===== config.mk =====
export PLATFORM = sky130hd
export DESIGN_NAME = serial_receive_fifo_with_error_stats
export DESIGN_NICKNAME = d
export VERILOG_FILES = /design/src/design/srfes_pkg.sv /design/src/design/srfes_ctrl.sv /design/src/design/srfes_datapath.sv /design/src/design/serial_receive_fifo_with_error_stats.sv
export SDC_FILE = /design/constraint.sdc
export NUM_CORES = 2
export LEC_CHECK = 0
export BUFFER_PORTS_ARGS = -buffer_cell sky130_fd_sc_hd__clkbuf_2
export CAP_MARGIN = 10
export CORE_MARGIN = 3
export CORE_UTILIZATION = 60
export CTS_CLUSTER_SIZE = 25
export DETAILED_ROUTE_END_ITERATION = 8
export PLACE_DENSITY = 0.77
export SYNTH_ARGS = -nofsm -noshare
export SYNTH_HDL_FRONTEND = slang
export SYNTH_SLANG_ARGS = --single-unit

===== constraint.sdc =====
create_clock -name i_clk -period 21.4 [get_ports i_clk]
set_clock_uncertainty 0.15 [all_clocks]
set_input_delay 2.14 -clock i_clk [delete_from_list [all_inputs] [get_ports i_clk]]
set_output_delay 2.14 -clock i_clk [all_outputs]
set_load 0.005 [all_outputs]

===== src/design/srfes_pkg.sv =====
// Shared types and constants for the serial receive FIFO with error statistics.
// Holds item kinds, datapath operations, counter indices and the command/status structs.
// No dependencies.
`default_nettype none
package srfes_pkg;

    // item kinds, carried in tuser
    localparam logic [2:0] KIND_RX        = 3'd0;
    localparam logic [2:0] KIND_POP       = 3'd1;
    localparam logic [2:0] KIND_CLR_BUF   = 3'd2;
    localparam logic [2:0] KIND_SENT      = 3'd3;
    localparam logic [2:0] KIND_CLR_STATS = 3'd4;

    // statistics counter slots
    localparam int CNT_RECEIVED = 0;
    localparam int CNT_DROPPED  = 1;
    localparam int CNT_OVERRUN  = 2;
    localparam int CNT_FRAMING  = 3;
    localparam int CNT_NOISE    = 4;
    localparam int CNT_PARITY   = 5;
    localparam int CNT_SENT     = 6;
    localparam int NUM_CNT      = 7;

    // fixed field widths
    localparam int KIND_W   = 3;
    localparam int ERR_W    = 4;
    localparam int BYTE_W   = 8;
    localparam int OCC_W    = 8;
    localparam int REPORT_W = 32;

    localparam int IN_BITS      = ERR_W + 1 + BYTE_W;
    localparam int IN_TDATA_W   = ((IN_BITS + 7) / 8) * 8;
    localparam int OUT_BITS     = BYTE_W + 1 + OCC_W + NUM_CNT * REPORT_W;
    localparam int OUT_TDATA_W  = ((OUT_BITS + 7) / 8) * 8;
    localparam int OUT_PAD_W    = OUT_TDATA_W - OUT_BITS;

    typedef enum logic [3:0] {
        OP_NONE,
        OP_ERRS,
        OP_STORE,
        OP_DROP,
        OP_POP,
        OP_POP_EMPTY,
        OP_CLR_BUF,
        OP_SENT,
        OP_CLR_STATS
    } t_op;

    typedef struct packed {
        logic capture;  // take the input word into the item register
        logic exec;     // apply op to pointers, store and counters
        t_op  op;
        logic load;     // load the result register
    } t_dp_cmd;

    typedef struct packed {
        logic [KIND_W-1:0] kind;
        logic              err_any;
        logic              byte_ready;
        logic              full;
        logic              empty;
    } t_dp_stat;

endpackage
`default_nettype wire


===== src/design/srfes_ctrl.sv =====
// Controller: sequences one item through capture, execute and result load.
// Decodes the item kind and buffer status into a datapath operation. Uses srfes_pkg.
`default_nettype none
module srfes_ctrl (
    input  wire                   i_clk,
    input  wire                   i_rst_n,
    input  wire                   i_in_valid,
    output logic                  o_in_ready,
    output logic                  o_out_valid,
    input  wire                   i_out_ready,
    input  wire srfes_pkg::t_dp_stat i_stat,
    output srfes_pkg::t_dp_cmd    o_cmd
);

    typedef enum logic [2:0] {
        S_IDLE = 3'b001,
        S_EXEC = 3'b010,
        S_LOAD = 3'b100
    } t_state;

    t_state r_state, n_state;
    logic   r_out_valid;
    srfes_pkg::t_op op;

    always_comb begin
        op = srfes_pkg::OP_NONE;
        unique case (i_stat.kind)
            srfes_pkg::KIND_RX: begin
                if (i_stat.err_any) begin
                    op = srfes_pkg::OP_ERRS;
                end else if (i_stat.byte_ready) begin
                    op = i_stat.full ? srfes_pkg::OP_DROP : srfes_pkg::OP_STORE;
                end
            end
            srfes_pkg::KIND_POP: begin
                op = i_stat.empty ? srfes_pkg::OP_POP_EMPTY : srfes_pkg::OP_POP;
            end
            srfes_pkg::KIND_CLR_BUF:   op = srfes_pkg::OP_CLR_BUF;
            srfes_pkg::KIND_SENT:      op = srfes_pkg::OP_SENT;
            srfes_pkg::KIND_CLR_STATS: op = srfes_pkg::OP_CLR_STATS;
            default:                   op = srfes_pkg::OP_NONE;
        endcase
    end

    always_comb begin
        n_state       = r_state;
        o_cmd.capture = 1'b0;
        o_cmd.exec    = 1'b0;
        o_cmd.op      = op;
        o_cmd.load    = 1'b0;
        unique case (r_state)
            S_IDLE: begin
                if (i_in_valid) begin
                    o_cmd.capture = 1'b1;
                    n_state       = S_EXEC;
                end
            end
            S_EXEC: begin
                o_cmd.exec = 1'b1;
                n_state    = S_LOAD;
            end
            S_LOAD: begin
                // wait here only while the previous result is still unclaimed
                if (!r_out_valid || i_out_ready) begin
                    o_cmd.load = 1'b1;
                    n_state    = S_IDLE;
                end
            end
            default: n_state = S_IDLE;
        endcase
    end

    always_ff @(posedge i_clk) begin
        if (!i_rst_n) begin
            r_state     <= S_IDLE;
            r_out_valid <= 1'b0;
        end else begin
            r_state <= n_state;
            if (o_cmd.load) begin
                r_out_valid <= 1'b1;
            end else if (i_out_ready) begin
                r_out_valid <= 1'b0;
            end
        end
    end

    assign o_in_ready  = (r_state == S_IDLE);
    assign o_out_valid = r_out_valid;

endmodule
`default_nettype wire


===== src/design/srfes_datapath.sv =====
// Datapath: item register, ring buffer store and pointers, statistics counters
// and the result register. Driven by srfes_ctrl commands; uses srfes_pkg.
`default_nettype none
module srfes_datapath #(
    parameter int BUFFER_DEPTH  = 256,
    parameter int COUNTER_WIDTH = 32
) (
    input  wire                                     i_clk,
    input  wire                                     i_rst_n,
    input  wire  [srfes_pkg::KIND_W-1:0]            i_kind,
    input  wire  [srfes_pkg::ERR_W-1:0]             i_error_bits,
    input  wire                                     i_byte_ready,
    input  wire  [srfes_pkg::BYTE_W-1:0]            i_data_in,
    input  wire  srfes_pkg::t_dp_cmd                i_cmd,
    output srfes_pkg::t_dp_stat                     o_stat,
    output logic [srfes_pkg::OUT_TDATA_W-1:0]       o_word
);

    localparam int PTR_W = (BUFFER_DEPTH > 1) ? $clog2(BUFFER_DEPTH) : 1;
    localparam int CW    = PTR_W + 1;
    localparam int EXT_W = (CW > srfes_pkg::OCC_W) ? CW : srfes_pkg::OCC_W;
    localparam logic [PTR_W-1:0] LAST_IDX  = PTR_W'(BUFFER_DEPTH - 1);
    localparam logic [CW-1:0]    DEPTH_CNT = CW'(BUFFER_DEPTH);
    localparam logic [EXT_W-1:0] OCC_MAX   = EXT_W'(255);

    logic [srfes_pkg::KIND_W-1:0] r_kind;
    logic [srfes_pkg::ERR_W-1:0]  r_errs;
    logic                         r_rdy;
    logic [srfes_pkg::BYTE_W-1:0] r_data;

    logic [srfes_pkg::BYTE_W-1:0] mem [BUFFER_DEPTH];
    logic [srfes_pkg::BYTE_W-1:0] r_rd_data;
    logic [PTR_W-1:0]             r_wp, r_rp;
    logic                         r_pop_ok, r_pop_empty;

    logic [COUNTER_WIDTH-1:0]     r_cnt [srfes_pkg::NUM_CNT];
    logic [srfes_pkg::NUM_CNT-1:0] bump;

    logic [CW-1:0]                held;
    logic [EXT_W-1:0]             held_ext;
    logic [srfes_pkg::OCC_W-1:0]  occ;

    function automatic logic [PTR_W-1:0] adv(input logic [PTR_W-1:0] p);
        return (p == LAST_IDX) ? '0 : p + 1'b1;
    endfunction

    always_ff @(posedge i_clk) begin
        if (i_cmd.capture) begin
            r_kind <= i_kind;
            r_errs <= i_error_bits;
            r_rdy  <= i_byte_ready;
            r_data <= i_data_in;
        end
    end

    assign o_stat.kind       = r_kind;
    assign o_stat.err_any    = |r_errs;
    assign o_stat.byte_ready = r_rdy;
    assign o_stat.full       = (adv(r_wp) == r_rp);
    assign o_stat.empty      = (r_wp == r_rp);

    // store: one write port, one registered read port
    always_ff @(posedge i_clk) begin
        if (i_cmd.exec && i_cmd.op == srfes_pkg::OP_STORE) begin
            mem[r_wp] <= r_data;
        end
        if (i_cmd.exec) begin
            r_rd_data   <= mem[r_rp];
            r_pop_ok    <= (i_cmd.op == srfes_pkg::OP_POP);
            r_pop_empty <= (i_cmd.op == srfes_pkg::OP_POP_EMPTY);
        end
    end

    always_ff @(posedge i_clk) begin
        if (!i_rst_n) begin
            r_wp <= '0;
            r_rp <= '0;
        end else if (i_cmd.exec) begin
            case (i_cmd.op)
                srfes_pkg::OP_STORE:   r_wp <= adv(r_wp);
                srfes_pkg::OP_POP:     r_rp <= adv(r_rp);
                srfes_pkg::OP_CLR_BUF: begin
                    r_wp <= '0;
                    r_rp <= '0;
                end
                default: ;
            endcase
        end
    end

    always_comb begin
        bump = '0;
        if (i_cmd.exec) begin
            case (i_cmd.op)
                srfes_pkg::OP_ERRS: begin
                    bump[srfes_pkg::CNT_OVERRUN] = r_errs[0];
                    bump[srfes_pkg::CNT_FRAMING] = r_errs[1];
                    bump[srfes_pkg::CNT_NOISE]   = r_errs[2];
                    bump[srfes_pkg::CNT_PARITY]  = r_errs[3];
                end
                srfes_pkg::OP_STORE: bump[srfes_pkg::CNT_RECEIVED] = 1'b1;
                srfes_pkg::OP_DROP:  bump[srfes_pkg::CNT_DROPPED]  = 1'b1;
                srfes_pkg::OP_SENT:  bump[srfes_pkg::CNT_SENT]     = 1'b1;
                default: ;
            endcase
        end
    end

    always_ff @(posedge i_clk) begin
        if (!i_rst_n || (i_cmd.exec && i_cmd.op == srfes_pkg::OP_CLR_STATS)) begin
            for (int i = 0; i < srfes_pkg::NUM_CNT; i++) begin
                r_cnt[i] <= '0;
            end
        end else begin
            for (int i = 0; i < srfes_pkg::NUM_CNT; i++) begin
                if (bump[i]) begin
                    r_cnt[i] <= r_cnt[i] + 1'b1;
                end
            end
        end
    end

    // occupancy after the item, saturating at 255 for deep buffers
    always_comb begin
        if (r_wp >= r_rp) begin
            held = {1'b0, r_wp} - {1'b0, r_rp};
        end else begin
            held = DEPTH_CNT - {1'b0, r_rp} + {1'b0, r_wp};
        end
        held_ext = EXT_W'(held);
        occ = (held_ext > OCC_MAX) ? OCC_MAX[srfes_pkg::OCC_W-1:0]
                                   : held_ext[srfes_pkg::OCC_W-1:0];
    end

    always_ff @(posedge i_clk) begin
        if (i_cmd.load) begin
            o_word <= {{srfes_pkg::OUT_PAD_W{1'b0}},
                       srfes_pkg::REPORT_W'(r_cnt[srfes_pkg::CNT_SENT]),
                       srfes_pkg::REPORT_W'(r_cnt[srfes_pkg::CNT_PARITY]),
                       srfes_pkg::REPORT_W'(r_cnt[srfes_pkg::CNT_NOISE]),
                       srfes_pkg::REPORT_W'(r_cnt[srfes_pkg::CNT_FRAMING]),
                       srfes_pkg::REPORT_W'(r_cnt[srfes_pkg::CNT_OVERRUN]),
                       srfes_pkg::REPORT_W'(r_cnt[srfes_pkg::CNT_DROPPED]),
                       srfes_pkg::REPORT_W'(r_cnt[srfes_pkg::CNT_RECEIVED]),
                       occ,
                       r_pop_empty,
                       r_pop_ok ? r_rd_data : {srfes_pkg::BYTE_W{1'b0}}};
        end
    end

endmodule
`default_nettype wire


===== src/design/serial_receive_fifo_with_error_stats.sv =====
// Top level: serial receive ring buffer with error statistics.
// Instantiates srfes_ctrl and srfes_datapath; uses srfes_pkg.
//
//  channel   | direction | handshake                     | carries
//  ----------+-----------+-------------------------------+------------------------------
//  s_axis    | in        | s_axis_tvalid / s_axis_tready | receive event or command word
//  m_axis    | out       | m_axis_tvalid / m_axis_tready | read result, occupancy, counters
//
// Each word passes through capture, execute (pointer, counter and store update with a
// registered store read), then load of the result register.
// A new word is taken while the previous result waits in the result register; the load
// step holds until that register is free.
// Synchronous active-low reset clears pointers, counters and handshake state; the store
// itself is not cleared.
`default_nettype none
module serial_receive_fifo_with_error_stats #(
    parameter int BUFFER_DEPTH  = 256,
    parameter int COUNTER_WIDTH = 32
) (
    input  wire                                 i_clk,
    input  wire                                 i_rst_n,
    input  wire                                 s_axis_tvalid,
    output logic                                s_axis_tready,
    // [3:0] error_bits, [4] byte_ready, [12:5] data_in, rest zero
    input  wire  [srfes_pkg::IN_TDATA_W-1:0]    s_axis_tdata,
    // [2:0] kind
    input  wire  [srfes_pkg::KIND_W-1:0]        s_axis_tuser,
    output logic                                m_axis_tvalid,
    input  wire                                 m_axis_tready,
    // [7:0] read_data, [8] read_status, [16:9] occupancy, [48:17] received_count,
    // [80:49] dropped_count, [112:81] overrun_count, [144:113] framing_count,
    // [176:145] noise_count, [208:177] parity_count, [240:209] sent_count, rest zero
    output logic [srfes_pkg::OUT_TDATA_W-1:0]   m_axis_tdata
);

    srfes_pkg::t_dp_cmd  cmd;
    srfes_pkg::t_dp_stat stat;

    srfes_ctrl u_ctrl (
        .i_clk       (i_clk),
        .i_rst_n     (i_rst_n),
        .i_in_valid  (s_axis_tvalid),
        .o_in_ready  (s_axis_tready),
        .o_out_valid (m_axis_tvalid),
        .i_out_ready (m_axis_tready),
        .i_stat      (stat),
        .o_cmd       (cmd)
    );

    srfes_datapath #(
        .BUFFER_DEPTH  (BUFFER_DEPTH),
        .COUNTER_WIDTH (COUNTER_WIDTH)
    ) u_dp (
        .i_clk        (i_clk),
        .i_rst_n      (i_rst_n),
        .i_kind       (s_axis_tuser),
        .i_error_bits (s_axis_tdata[3:0]),
        .i_byte_ready (s_axis_tdata[4]),
        .i_data_in    (s_axis_tdata[12:5]),
        .i_cmd        (cmd),
        .o_stat       (stat),
        .o_word       (m_axis_tdata)
    );

    // accepted word is executed on the next cycle
    a_accept_exec: assert property (@(posedge i_clk) disable iff (!i_rst_n)
        (s_axis_tvalid && s_axis_tready) |=> cmd.exec)
        else $error("accepted word not executed");

    // no new word while an item is in execute or waiting to load
    a_exec_busy: assert property (@(posedge i_clk) disable iff (!i_rst_n)
        cmd.exec |=> !s_axis_tready)
        else $error("ready during item processing");

    // a loaded result is presented
    a_load_valid: assert property (@(posedge i_clk) disable iff (!i_rst_n)
        cmd.load |=> m_axis_tvalid)
        else $error("loaded result not presented");

    // result register never overwritten while its word is still pending
    a_no_overwrite: assert property (@(posedge i_clk) disable iff (!i_rst_n)
        cmd.load |-> (!m_axis_tvalid || m_axis_tready))
        else $error("result overwritten before transfer");

endmodule
`default_nettype wire

# [After elaboration in Yosys (flattened, before gate mapping)]
# Memories as Yosys holds them, arrays and structs flattened. A register that Yosys moved wholly into a read port is not among the register bits.
# Index checks and enable logic that the tools add are counted.
[word_totals] regBits=279 mem_bits_rw=2272 memories=2 in_bits=23 output_inout_bits=250
[op_classes] muxes=57 n_lt_le_gt_ge=2 bitwise_logic=7 n_reduce_logical=14 n_eq_ne=21 n_addsub=12
[mem_list] memory="u_dp.mem" depth=256 width=8 rd=1 rd_ports_with_merged_regs=1 write_ports=1 line_no="srfes_datapath.sv:31" text="logic [srfes_pkg::BYTE_W-1:0] mem [BUFFER_DEPTH];"
[mem_list] memory="u_dp.r_cnt" depth=7 width=32 rd=7 rd_ports_with_merged_regs=0 write_ports=7 line_no="srfes_datapath.sv:36" text="logic [COUNTER_WIDTH-1:0] r_cnt [srfes_pkg::NUM_CNT];"
[op_table] op="32-bit by 1-bit adder with 32-bit output (second input constant)" count=7
[op_table] op="32-bit 2-to-1 mux" count=7
[op_table] op="1-bit 2-to-1 mux" count=37
[op_table] op="8-bit one-hot mux with 2 select lines" count=2
[op_table] op="4-bit one-hot mux with 5 select lines" count=1
[op_table] op="8-bit by 1-bit adder with 8-bit output (second input constant)" count=2
[op_table] op="4-bit by 3-bit equality test with 1-bit output (second input constant)" count=4
[op_table] op="8-bit equality test" count=2
[op_table] op="8-bit equality test (second input constant)" count=2
[op_table] op="8-bit 2-to-1 mux" count=2
[op_table] op="4-bit 2-to-1 mux" count=3
[op_table] op="9-bit by 8-bit adder with 9-bit output" count=1
[op_table] op="3-bit by 2-bit equality test with 1-bit output (second input constant)" count=3
[op_table] op="9-bit by 8-bit > comparator with 1-bit output (second input constant)" count=1
[op_table] op="9-bit 2-to-1 mux" count=1
[op_table] op="3-bit one-hot mux with 3 select lines" count=1
[op_table] op="8-bit by 8-bit subtractor with 9-bit output" count=1
[op_table] op="9-bit by 8-bit subtractor with 9-bit output (first input constant)" count=1
[op_table] op="4-bit by 2-bit equality test with 1-bit output (second input constant)" count=2
[op_table] op="8-bit >= comparator" count=1
[op_table] op="7-bit 2-to-1 mux" count=1
[op_table] op="1-bit OR" count=7
[op_table] op="3-bit by 1-bit equality test with 1-bit output (second input constant)" count=2
[op_table] op="3-bit equality test (second input constant)" count=2
[op_table] op="12 further kinds" count=20

# [Logic depth before layout (Yosys ltp)]
[logic_depth] ltp_word=14 ltp_mapped=14 depth_no_buf=11

# [Hierarchy]
# A second synthesis with hierarchy kept.
[unflattened] cells_unflattened=5508 hier_area_um2=101472.3
[modules_own_cells] mod="srfes_datapath" cells_each=5480 seq_area_each_um2=76563.4 instances=1 area_each_um2=101223.3
[modules_own_cells] mod="srfes_ctrl" cells_each=28 seq_area_each_um2=80.1 instances=1 area_each_um2=249.0

# [Worst setup path before layout]
# Ideal clock, no wire load.
[synth_path] path_kind="input to register" start="in m_axis_tready" end="reg u_dp.o_word[0] in the netlist's numbering, enable pin" path_buffers=0 slack_ps=12813 setup_time_ps=634 required_time_ps=20616 path_stages=2 arrival_time_ps=7803 path_cell_list="nand2b_1 > and3_1"
[synth_rtl] element="start: declaration" line_no="serial_receive_fifo_with_error_stats.sv:29" text="input wire m_axis_tready,"
[synth_rtl] element="end signal: assignment" line_no="srfes_datapath.sv:137" text="o_word <= {{srfes_pkg::OUT_PAD_W{1'b0}},"
[synth_rtl] element="end: declaration" line_no="srfes_datapath.sv:16" text="output logic [srfes_pkg::OUT_TDATA_W-1:0] o_word"

==> out/metrics.cfg <==
[worst_setup_path]
crit_family=buffers and inverters
critPathSlowestCell=dfxtp_4
end_kind=register
cp-start-kind=register
cp_cell_sequence=buf_12 > buf_4 > buf_4 > mux4_2 > mux4_2 > a22oi_1 > a221oi_1 > a221o_1
slowest_delay_ns=0.92
worstPathArrival_ns=6.50
path_max_fanout=103
critPathRequiredTime_ns=21.85
worst-setup-path-type=reg -> reg
path_buf_inv=3

[route]
routed_wl_mm=231
drc=0
dr_total_vias=50500
dr.first_iter.drc_count=7101
drtAntennaViolNets=0
drtPass1Iterations=6
route.detailed.wl_per_inst_um=30.1
viasPerCell=6.59

[placement]
dp_hpwl_mm=132
post-place-cells=7235
gp_congestion=0.860
port_buffers=262

[cts]
h-tree-depth=4
cts-root-buf=clkbuf_16
numCtsBuffers=234
cts_hold_buf=0
tritoncts=yes
clock_latency_ns=0.88
postCtsSetupBuffers=0
clk_pin_slew_ns=0.07
cts.repair.resized=0
cts.sinks=2559
clockBufferDepth=3

[global_route]
grt_antenna_before_repair=10
grt_pass1_vias=50200
grtUsageTotal_pct=27.0
grt_max_degree=240
grt_remaining_overflow=0
grt_pass1_wl_mm=340

[timing]
hold_violations=0
maxSlewHeadroom_pct=4.96
slew_violations=0
fin_crit_ns=6.04
tightest_slew_ns=1.43
rsz0062_at_grt=no
setup_viol=0
fin_crit_sh_pct=28.2
setup_tns_ns=0
max_freq_mhz=166

[yosys]
synth_edf_count=2539
ys_types=66
synth-simple-area-share_pct=4.69
synth-main-ff-cell=edfxtp_1
async_flop_share_pct=0
seq_area_frac_synth_pct=76.3
avgSynthCellArea_um2=20.4
syn_inst=4936
synth_top_family_by_area=multiplexers
synth_area_um2=100000
ys_warn_count=0
muxShareOfSynthArea_pct=14.3
ys_ff_latch=2559
synthAdderAreaFrac_pct=0.269
synth_xor_area_share_pct=1.79
synth_compound_area_share_pct=1.37

[finish]
multi_input_area_um2=22600
fin_nets=5326
register_area_um2=76700
fin_cells=7663
drive_above_1_share_pct=24.1
fillers=9853
area_growth_pct=10.9

[floorplanning]
die_y_um=415
die-area_um2=172000
core_um2=166000
start_util_pct=60.6
row_count=149
io_pins=273
die_x_um=415

[worst_hold_path]
hold_class=reg -> reg

[power_and_ir_drop]
peakVddDrop_mv=0.0858
cellLeakagePower_nw=34.6
powerDensity_nw_per_um2=87.2

[run_status]
outcome=completed

[flow_run]
cap_viol_max_count=0

cells in the mapped netlist (all sizes together) (20+ instances only):
cell type | n | area, um2
a21oi | 43 | 215
a22oi | 39 | 293
and2 | 20 | 125
and3 | 53 | 332
buf | 132 | 753
clkbuf | 109 | 409
dfxtp | 20 | 400
edfxtp | 2539 | 76200
ha | 20 | 250
inv | 27 | 101
mux2i | 33 | 330
mux4 | 624 | 14100
nand2 | 166 | 623
nand3 | 99 | 516
nand4 | 44 | 288
nor2 | 541 | 2030
o21ai | 37 | 189
or3 | 21 | 131
xnor2 | 73 | 639
xor2 | 132 | 1160
flip-flops by register name, indices dropped and copies added, names as in the netlist:
| name | cells |
|---|---|
| u_dp.r_rd_data | 8 |
| u_dp.r_rp | 8 |
| u_ctrl.r_state | 3 |
| u_dp.r_pop_ok | 1 |
| u_dp.r_pop_empty | 1 |
| u_dp.mem | 2048 |
| u_dp.r_kind | 3 |
| u_dp.r_data | 8 |
| u_ctrl.o_out_valid | 1 |
| u_dp.r_cnt | 224 |
| u_dp.o_word | 241 |
| u_dp.r_wp | 8 |
| u_dp.r_errs | 4 |
| u_dp.r_rdy | 1 |
per-stage QoR:
stage	cell area (um2)	total power, mW	setup WS (ns)	hold WS [ns]	utilization (%)
CTS	111000	9.76	15.30	0.282	67.2
floorplan	100000	5.77	12.81	0.250	-
finish	111000	9.72	15.36	0.277	67.2
detailed placement	104000	5.82	15.37	0.261	62.8
global route	111000	9.97	15.00	0.291	67.2
global placement	104000	5.81	15.39	0.254	62.8
cells in the final DEF, fill, tap and decap left out, types with 9 or more instances in the layout:
| cell type | instances |
|---|---|
| and3_1 | 52 |
| o221ai_1 | 15 |
| inv_1 | 24 |
| a21boi_0 | 9 |
| nor3_1 | 18 |
| clkinv_1 | 62 |
| ha_1 | 20 |
| nor2_1 | 538 |
| xnor2_1 | 73 |
| buf_4 | 75 |
| a21oi_1 | 43 |
| bufinv_16 | 18 |
| mux4_2 | 624 |
| o21ai_0 | 35 |
| edfxtp_1 | 2539 |
| inv_6 | 9 |
| and2_1 | 20 |
| dfxtp_1 | 17 |
| or3_1 | 21 |
| xor2_1 | 132 |
| and4_1 | 16 |
| clkbuf_2 | 262 |
| clkbuf_16 | 238 |
| nand3_1 | 91 |
| a22oi_1 | 39 |
| nand4_1 | 42 |
| mux2i_1 | 33 |
| nor2b_1 | 12 |
| nand2_1 | 166 |
| clkinv_2 | 38 |
| clkbuf_1 | 48 |
area by class of cell:
class                           count  area share [%]
Clock buffer                      286            5.51
Multi-Input combinational cell   2113            20.3
Sequential cell                  2559            68.8
Antenna cell                        8          0.0180
Inverter                           29           0.102
Clock inverter                    134            1.01
Timing Repair Buffer              345            1.83
Tap cell                         2189            2.46
where the power goes:
part / total [mW] / internal [mW] / switching (mW)
Sequential: 5.57 / 5.55 / 0.0257
Combinational: 0.145 / 0.0302 / 0.115
Clock: 4.00 / 2.24 / 1.76
worst register-to-register path: stages (launching register included):
cell and delay (ns):
dfxtp_4 0.92, buf_12 0.72, buf_4 0.75, buf_4 0.77, mux4_2 0.68, mux4_2 0.54, a22oi_1 0.50, a221oi_1 0.42
a221o_1 0.36
logic make-up after synthesis:
logic type	Yosys count
muxes	657
xor gates and xnor gates	205
AOI/OAI and AO/OA	200
DFF	2559
and+or+nand+nor	1023
buffers and inverters	270
adders and majority gates	21
other	1
worst paths after layout:
check | start | endpoint | slack (ns) | cells after the start
max | u_dp.r_rp[0] | u_dp.r_rd_data[3] | 15.36 | 8
min | u_dp.r_pop_empty | u_dp.o_word[8] | 0.28 | 0
max reg2reg | u_dp.r_rp[0] | u_dp.r_rd_data[3] | 15.36 | 8
min reg2reg | u_dp.r_pop_empty | u_dp.o_word[8] | 0.28 | 0
layer usage:
metal | wire length (um) | vias to the layer above | global-route usage (%)
li1 | - | 20800 | -
met1 | 85200 | 26100 | 37.5
met2 | 112000 | 3117 | 42.3
met3 | 24400 | 544 | 6.52
met4 | 9330 | 18 | 10.6
met5 | 115 | - | 0
No activity file was read; power rests on OpenSTA's default activity.
